==> config.mk <==
export PLATFORM = sky130hd
export DESIGN_NAME = rgba_over_white_planar_encoder_top
export DESIGN_NICKNAME = d
export VERILOG_FILES = /design/src/rtl/rowpe_pkg.sv /design/src/rtl/rowpe_lane.sv /design/src/rtl/rowpe_emit.sv /design/src/rtl/rgba_over_white_planar_encoder_top.sv
export SDC_FILE = /design/constraint.sdc
export NUM_CORES = 1
export LEC_CHECK = 0
export BUFFER_PORTS_ARGS = -buffer_cell sky130_fd_sc_hd__buf_2
export CORE_ASPECT_RATIO = 0.8
export CORE_UTILIZATION = 54
export DETAILED_ROUTE_END_ITERATION = 10
export GPL_TIMING_DRIVEN = 0
export PLACE_DENSITY = 0.79
export REMOVE_ABC_BUFFERS = 1
export SYNTH_ARGS = -nofsm -noshare
export SYNTH_HDL_FRONTEND = slang
export SYNTH_SLANG_ARGS = --single-unit
==> constraint.sdc <==
create_clock -name clk -period 4 [get_ports clk]
set_clock_uncertainty 0.05 [all_clocks]
set_input_delay 0.8 -clock clk [delete_from_list [all_inputs] [get_ports clk]]
set_output_delay 0.8 -clock clk [all_outputs]
set_load 0.01 [all_outputs]
==> src/rtl/rowpe_pkg.sv <==
// rowpe_pkg: shared constants and types of the rgba-over-white planar encoder
// used by rowpe_lane, rowpe_emit and rgba_over_white_planar_encoder_top
`default_nettype none

package rowpe_pkg;

    localparam int unsigned MAX_WIDTH = 65535;

    localparam int unsigned CH_W   = 8;
    localparam int unsigned COL_W  = 16;
    localparam int unsigned PAD_W  = COL_W + 1;
    localparam int unsigned OFF_W  = 18;
    localparam int unsigned LANES  = 3;

    // c*a + 255*(255-a) + 127 == FULL_SCALE - a*(255-c)
    localparam logic [CH_W-1:0] CH_MAX     = 8'd255;
    localparam logic [15:0]     FULL_SCALE = 16'd65152;

    // configuration register indexes
    localparam logic [0:0] CFG_ROW_WIDTH = 1'b0;
    localparam logic [0:0] CFG_GRAY_MODE = 1'b1;

    // one pixel after the compositing lanes, ready for the emitter
    typedef struct packed {
        logic [LANES-1:0][CH_W-1:0] ch;
        logic [COL_W-1:0]           col;
        logic [COL_W-1:0]           width;
        logic [PAD_W-1:0]           padded;
        logic                       last;
        logic                       pad;
        logic                       gray_mode;
    } pix_rec_t;

endpackage

`default_nettype wire

==> src/rtl/rowpe_lane.sv <==
// rowpe_lane: one color channel composited over white, registered result
// depends on rowpe_pkg
`default_nettype none

module rowpe_lane (
    input  wire logic                       clk,
    input  wire logic                       en,
    input  wire logic [rowpe_pkg::CH_W-1:0] chan,
    input  wire logic [rowpe_pkg::CH_W-1:0] alpha,
    output logic      [rowpe_pkg::CH_W-1:0] comp
);

    logic [15:0]                  prod;
    logic [15:0]                  num;
    logic [16:0]                  sum;
    logic [rowpe_pkg::CH_W-1:0]   comp_reg;
    logic [rowpe_pkg::CH_W-1:0]   comp_next;

    assign prod = {8'd0, alpha} * {8'd0, rowpe_pkg::CH_MAX - chan};
    assign num  = rowpe_pkg::FULL_SCALE - prod;
    // exact x/255 for x up to FULL_SCALE
    assign sum  = {1'b0, num} + 17'd1 + {9'd0, num[15:8]};
    assign comp_next = sum[15:8];

    always_ff @(posedge clk)
    begin
        if (en)
        begin
            comp_reg <= comp_next;
        end
    end

    assign comp = comp_reg;

endmodule

`default_nettype wire

==> src/rtl/rowpe_emit.sv <==
// rowpe_emit: merges the lane results into the gray flag and sends the
// plane bytes and pad bytes of one pixel, one word per cycle while m_tready is high; uses rowpe_pkg
`default_nettype none

module rowpe_emit (
    input  wire logic                clk,
    input  wire logic                rst_n,
    input  wire logic                rec_valid,
    input  wire rowpe_pkg::pix_rec_t rec,
    output logic                     rec_take,
    output logic                     m_tvalid,
    input  wire logic                m_tready,
    output logic [31:0]              m_tdata,  // plane_byte[7:0], byte_offset[25:8], zeros
    output logic                     m_tlast,  // row_done
    output logic                     m_tuser   // row_gray
);

    rowpe_pkg::pix_rec_t          rec_reg;
    logic                         valid_reg;
    logic                         gray_reg;
    logic                         gs_reg;
    logic [1:0]                   plane_reg;
    logic                         pad_phase_reg;

    logic                         gray_in;
    logic [1:0]                   plane_last;
    logic                         end_item;
    logic                         fire;
    logic [rowpe_pkg::CH_W-1:0]   byte_val;
    logic [rowpe_pkg::OFF_W-1:0]  base;
    logic [rowpe_pkg::OFF_W-1:0]  plane_off;
    logic [rowpe_pkg::OFF_W-1:0]  offset;

    assign gray_in = gs_reg && (rec.ch[1] == rec.ch[0]) && (rec.ch[2] == rec.ch[0]);

    assign plane_last = rec_reg.gray_mode ? 2'd0 : 2'd2;
    assign end_item   = (plane_reg == plane_last) && (pad_phase_reg || !rec_reg.pad);
    assign fire       = valid_reg && m_tready;
    assign rec_take   = rec_valid && (!valid_reg || (fire && end_item));

    always_ff @(posedge clk or negedge rst_n)
    begin
        if (!rst_n)
        begin
            valid_reg     <= 1'b0;
            gs_reg        <= 1'b1;
            plane_reg     <= 2'd0;
            pad_phase_reg <= 1'b0;
        end
        else if (rec_take)
        begin
            valid_reg     <= 1'b1;
            gs_reg        <= rec.last ? 1'b1 : gray_in;
            plane_reg     <= 2'd0;
            pad_phase_reg <= 1'b0;
        end
        else if (fire)
        begin
            if (end_item)
            begin
                valid_reg <= 1'b0;
            end
            else if (plane_reg == plane_last)
            begin
                // channel bytes done, pad bytes follow
                plane_reg     <= 2'd0;
                pad_phase_reg <= 1'b1;
            end
            else
            begin
                plane_reg <= plane_reg + 2'd1;
            end
        end
    end

    always_ff @(posedge clk)
    begin
        if (rec_take)
        begin
            rec_reg  <= rec;
            gray_reg <= gray_in;
        end
    end

    always_comb
    begin
        unique case (plane_reg)
            2'd0:
            begin
                byte_val  = rec_reg.ch[0];
                plane_off = '0;
            end
            2'd1:
            begin
                byte_val  = rec_reg.ch[1];
                plane_off = {1'b0, rec_reg.padded};
            end
            2'd2:
            begin
                byte_val  = rec_reg.ch[2];
                plane_off = {rec_reg.padded, 1'b0};
            end
            default:
            begin
                byte_val  = '0;
                plane_off = '0;
            end
        endcase
        if (pad_phase_reg)
        begin
            byte_val = '0;
            base     = {2'b00, rec_reg.width};
        end
        else
        begin
            base = {2'b00, rec_reg.col};
        end
        offset = base + plane_off;
    end

    assign m_tvalid = valid_reg;
    assign m_tdata  = {6'd0, offset, byte_val};
    assign m_tlast  = rec_reg.last && end_item;
    assign m_tuser  = gray_reg;

endmodule

`default_nettype wire

==> src/rtl/rgba_over_white_planar_encoder_top.sv <==
// rgba_over_white_planar_encoder_top: pixel intake, row position tracking,
// three compositing lanes and the byte emitter; uses rowpe_pkg, rowpe_lane, rowpe_emit
`default_nettype none

// Takes one RGBA pixel per word and sends the pixel composited over white as
// planar bytes, each with its offset in a row padded to even width. A pixel
// is sent as three plane bytes in color mode and one in gray mode, plus as many
// pad bytes on the last pixel of an odd-width row; the single output channel
// carries one byte per cycle while m_tready is high. The three channels are
// composited in parallel lanes into registers as the pixel is taken, and the
// emitter loads the result into its own register once it is free. A new pixel
// is taken while the previous one is still being sent.
// row_width and gray_mode may only be written while idle.
module rgba_over_white_planar_encoder_top (
    input  wire logic        clk,
    input  wire logic        rst_n,
    input  wire logic        cfg_we,
    input  wire logic [0:0]  cfg_index,
    input  wire logic [15:0] cfg_data,
    input  wire logic        s_tvalid,
    output logic             s_tready,
    input  wire logic [31:0] s_tdata,   // red[7:0], green[15:8], blue[23:16], alpha[31:24]
    output logic             m_tvalid,
    input  wire logic        m_tready,
    output logic [31:0]      m_tdata,   // plane_byte[7:0], byte_offset[25:8], zeros
    output logic             m_tlast,   // row_done
    output logic             m_tuser    // row_gray
);

    localparam logic [rowpe_pkg::PAD_W-1:0] MAX_W = rowpe_pkg::PAD_W'(rowpe_pkg::MAX_WIDTH);

    logic [rowpe_pkg::COL_W-1:0] width_reg;
    logic                        gray_mode_reg;
    logic [rowpe_pkg::COL_W-1:0] col_reg;
    logic [rowpe_pkg::COL_W-1:0] col_next;
    logic                        s1_valid_reg;
    logic                        s1_valid_next;

    logic [rowpe_pkg::COL_W-1:0] col_s1_reg;
    logic [rowpe_pkg::COL_W-1:0] width_s1_reg;
    logic [rowpe_pkg::PAD_W-1:0] padded_s1_reg;
    logic                        last_s1_reg;
    logic                        pad_s1_reg;
    logic                        gmode_s1_reg;

    logic [rowpe_pkg::COL_W-1:0] w_eff;
    logic [rowpe_pkg::PAD_W-1:0] padded;
    logic                        last;
    logic                        accept;
    logic                        rec_take;
    logic [rowpe_pkg::LANES-1:0][rowpe_pkg::CH_W-1:0] ch;
    rowpe_pkg::pix_rec_t         rec;

    // zero width counts as one, clamp to the supported maximum
    always_comb
    begin
        if (width_reg == '0)
        begin
            w_eff = rowpe_pkg::COL_W'(1);
        end
        else if ({1'b0, width_reg} > MAX_W)
        begin
            w_eff = MAX_W[rowpe_pkg::COL_W-1:0];
        end
        else
        begin
            w_eff = width_reg;
        end
    end

    assign padded   = ({1'b0, w_eff} + rowpe_pkg::PAD_W'(1)) & ~rowpe_pkg::PAD_W'(1);
    assign last     = col_reg >= (w_eff - rowpe_pkg::COL_W'(1));
    assign s_tready = !s1_valid_reg || rec_take;
    assign accept   = s_tvalid && s_tready;
    assign col_next = last ? '0 : col_reg + rowpe_pkg::COL_W'(1);

    always_comb
    begin
        s1_valid_next = s1_valid_reg;
        if (accept)
        begin
            s1_valid_next = 1'b1;
        end
        else if (rec_take)
        begin
            s1_valid_next = 1'b0;
        end
    end

    always_ff @(posedge clk or negedge rst_n)
    begin
        if (!rst_n)
        begin
            width_reg     <= rowpe_pkg::COL_W'(1);
            gray_mode_reg <= 1'b0;
            col_reg       <= '0;
            s1_valid_reg  <= 1'b0;
        end
        else
        begin
            if (cfg_we)
            begin
                unique case (cfg_index)
                    rowpe_pkg::CFG_ROW_WIDTH: width_reg     <= cfg_data;
                    rowpe_pkg::CFG_GRAY_MODE: gray_mode_reg <= cfg_data[0];
                    default:                  width_reg     <= width_reg;
                endcase
            end
            if (accept)
            begin
                col_reg <= col_next;
            end
            s1_valid_reg <= s1_valid_next;
        end
    end

    always_ff @(posedge clk)
    begin
        if (accept)
        begin
            col_s1_reg    <= col_reg;
            width_s1_reg  <= w_eff;
            padded_s1_reg <= padded;
            last_s1_reg   <= last;
            pad_s1_reg    <= last && w_eff[0];
            gmode_s1_reg  <= gray_mode_reg;
        end
    end

    for (genvar i = 0; i < rowpe_pkg::LANES; i++)
    begin : g_lane
        rowpe_lane u_lane (
            .clk   (clk),
            .en    (accept),
            .chan  (s_tdata[i*rowpe_pkg::CH_W +: rowpe_pkg::CH_W]),
            .alpha (s_tdata[rowpe_pkg::LANES*rowpe_pkg::CH_W +: rowpe_pkg::CH_W]),
            .comp  (ch[i])
        );
    end

    always_comb
    begin
        rec.ch        = ch;
        rec.col       = col_s1_reg;
        rec.width     = width_s1_reg;
        rec.padded    = padded_s1_reg;
        rec.last      = last_s1_reg;
        rec.pad       = pad_s1_reg;
        rec.gray_mode = gmode_s1_reg;
    end

    rowpe_emit u_emit (
        .clk       (clk),
        .rst_n     (rst_n),
        .rec_valid (s1_valid_reg),
        .rec       (rec),
        .rec_take  (rec_take),
        .m_tvalid  (m_tvalid),
        .m_tready  (m_tready),
        .m_tdata   (m_tdata),
        .m_tlast   (m_tlast),
        .m_tuser   (m_tuser)
    );

endmodule

`default_nettype wire

==> flow_metrics.tcl <==
set metrics [dict create \
    outcome "finished, violations left" \
    crit_arrival_ns 6.27 \
    period_share_pct 154 \
    rows 57 \
    setup_viol 52 \
    grt_pass1_wl_um 68200 \
    placed_cell_area_um2 17600 \
    hpwl_um 25800 \
    via_per_inst 5.92 \
    path_class "primary input to register" \
    antenna_found_initial 0 \
    gr-total-overflow 0 \
    dr.first_iter.drc_count 1417 \
    drc 0 \
    synth-edff-count 151 \
    slew_headroom_pct 34.2 \
    yosysSeqAreaShare_pct 32.8 \
    stdcell_area_um2 21400 \
    cts_buffer_depth 2 \
    wl_per_cell_um 21.2 \
    fill_cells 1919 \
    yosysUniqueCellTypes 80 \
    path_buf_inv 5 \
    critPathSlowestCell "fa_1" \
    seqCellArea_um2 5520 \
    synth_flop_cell "edfxtp_1" \
    dr.pass1.iters 6 \
    cts.htree.levels 4 \
    slew_viol_final 0 \
    crit_family "adder cells" \
    largest_register_ffs 75 \
    synthArstFlopShare_pct 20.5 \
    cts_root_buf "clkbuf_16" \
    ys_ff_latch 190 \
    globalplace.congestion 0.855 \
    syn_to_final_growth_pct 27.0 \
    first_global_vias 13400 \
    routed_wirelength_um 47800 \
    synth.top_cell.area_share_pct 26.9 \
    finalNonFillerCells 2251 \
    pin_count 90 \
    cp-end-kind "register" \
    grt_use_total_pct 27.2 \
    violations "negative setup slack" \
    die_area_um2 31900 \
    critPathMaxFanout 8 \
    cts_tree "yes" \
    insertedDiodeCount 0 \
    grt_max_degree 78 \
    numCtsBuffers 17 \
    period_minus_slack_ns 6.14 \
    synthTopCellsByArea "edfxtp_1, fa_1, ha_1" \
    dp.cells 2084 \
    antenna_left 0 \
    syn_inst 1643 \
    clock.fmax_ghz 0.163 \
    nets 2175 \
    yosysWarningCount 0 \
    clkLatencyLatePin_ns 0.44 \
    cts.sinks 190 \
    via_count 13300 \
    avgSynthCellArea_um2 10.2 \
    yosysTopAreaCell "edfxtp_1" \
    initial_core_util_pct 55.1 \
    core_area_um2 30500 \
    worst_pin_slew_ns 0.986 \
    cpPeakStageDelay_ns 0.57 \
    finalSetupTns_ns -52.47 \
    maxCapViolCount 0 \
    final_hold_viol_count 0 \
    hold_class "register to register" \
    cp.required_ns 4.13 \
    die_height_um 160 \
    cpMostUsedCell "fa_1" \
    multi_input_area_um2 11900 \
    drive_gt1_share_pct 30.7 \
    die_w_um 199 \
    start_kind "primary input" \
    syn-cell-area_um2 16800 \
    place.port_buffers 83 \
    rsz0062_at_grt "true" \
    clk_pin_slew_ns 0.07 \
    worst_slack_ns -2.14 \
]
-- cell type report --
class	count	area share (%)
inverters	263	4.65
multi-input cells	1134	55.6
repair buffers	219	8.86
clock inverters	14	0.597
clock buffers	18	2.05
flip-flops and latches	190	25.8
well taps	413	2.42
-- cells by family (layout without fill, tap and decap cells) --
family,count (synthesis),after routing,synth area share [%]
xor+xnor,108,108,5.71
mux,31,31,2.05
flops,190,190,32.8
simple gates,480,481,15.8
other cells,1,6,0.0223
compound gates,211,211,9.10
fa+ha+maj,297,297,27.2
buf+inv,325,514,7.40
-- metal layers --
layer | vias to the layer above | routed length (um) | track usage (%)
li1 | 5867 | - | -
met1 | 6534 | 19200 | 35.8
met2 | 724 | 22700 | 45.7
met3 | 207 | 3740 | 3.91
met4 | 0 | 2140 | 9.58
met5 | - | 0 | 0
-- layout by cell type, fill, tap and decap left out, types with 9 or more instances in the layout --
master     Yosys  final
inv_1        263    244
edfxtp_1     151    151
ha_1         181    139
buf_4          6    117
fa_1         115    108
nand2b_1     119     86
nor2b_1      100     81
buf_2          3     62
xnor2_1       65     52
nor2_1        71     51
nand2_1       51     49
xor2_1        42     38
ha_4           0     35
nand2b_4       0     33
dfrtp_1       37     31
mux2_2        28     28
nand3_1       27     24
nor3_1        37     22
a21oi_1       42     22
a21o_1        21     21
o21ai_0       36     20
clkbuf_16      0     20
buf_6          0     18
a21oi_2        0     16
inv_2          0     16
nor2_2         0     15
and3_1        16     15
a22o_1        15     14
nor2b_4        0     12
o21ai_2        0     10
nor3_2         2     10
nand4_1       10     10
o21ai_1        6     10
xnor2_2        0     10
or3_1         13      9
o21a_1        10      9
a222oi_1       9      9
-- what timing repair did --
item                       CTS  global route
gates resized for setup    319           111
setup buffers              100            31
pin swaps                  169            95
setup endpoints to repair   56            53
cloned                       4             3
hold buffers                 0             0
-- through the flow --
step	setup WS [ns]	util [%]	hold WS, ns
2_1_floorplan	-2.19	-	0.350
4_1_cts	-1.76	67.3	0.364
6_report	-2.14	70.0	0.362
5_1_grt	-2.24	70.0	0.371
3_5_place_dp	-3.33	57.6	0.355
3_3_place_gp	-3.14	57.4	0.351
-- worst register-to-register path: stages (launching register included) --
cell and delay [ns]:
dfrtp_2 0.43, or4_4 0.56, or3_4 0.37, nor3_4 0.18
a31oi_4 0.16, ha_4 0.23, nand2b_4 0.10, nor3_4 0.05
xnor2_1 0.16, ha_1 0.35, nor2b_4 0.14, o21ai_2 0.11
nand2b_1 0.09, or4_4 0.44, a21oi_4 0.15, o31ai_4 0.13
or3_1 0.37, o21ai_1 0.09
-- synth_stat cells, types with 5 or more instances --
cell type	number
nor4_1	7
o21ai_1	6
o211ai_1	6
fa_1	115
a22o_1	15
nor2b_1	100
or3_1	13
a31oi_1	6
nand2_1	51
clkbuf_1	51
nand3_1	27
inv_1	263
and3_1	16
nand4_1	10
ha_1	181
xnor2_1	65
buf_4	6
nor3_1	37
nor2_1	71
dfrtp_1	37
a21o_1	21
xor2_1	42
mux2_2	28
nand2b_1	119
o21a_1	10
o21ai_0	36
a21oi_1	42
o31ai_1	5
edfxtp_1	151
and2_1	9
a211oi_1	12
a222oi_1	9
-- path summary, 6_finish.rpt --
| path | startpoint | end | slack (ns) | cells after the start |
|---|---|---|---|---|
| setup reg to reg | width_reg[6]$_DFFE_PN0P_ | col_reg[0]$_DFFE_PN0P_ | -0.25 | 17 |
| setup / recovery | s_tdata[1] | g_lane[0].u_lane.comp[4]$_DFFE_PP_ | -2.14 | 25 |
| hold / removal | width_s1_reg[13]$_DFFE_PP_ | u_emit.rec_reg[33]$_DFFE_PP_ | 0.36 | 0 |
| max in group asynchronous | rst_n | u_emit.pad_phase_reg$_DFFE_PN0P_ | 2.73 | 1 |
| hold reg to reg | width_s1_reg[13]$_DFFE_PP_ | u_emit.rec_reg[33]$_DFFE_PP_ | 0.36 | 0 |
| min in group asynchronous | rst_n | u_emit.pad_phase_reg$_DFFE_PN0P_ | 0.47 | 1 |
Power is not shown: default switching activity piles up to over one toggle a cycle in this logic, so the estimate is an artifact.
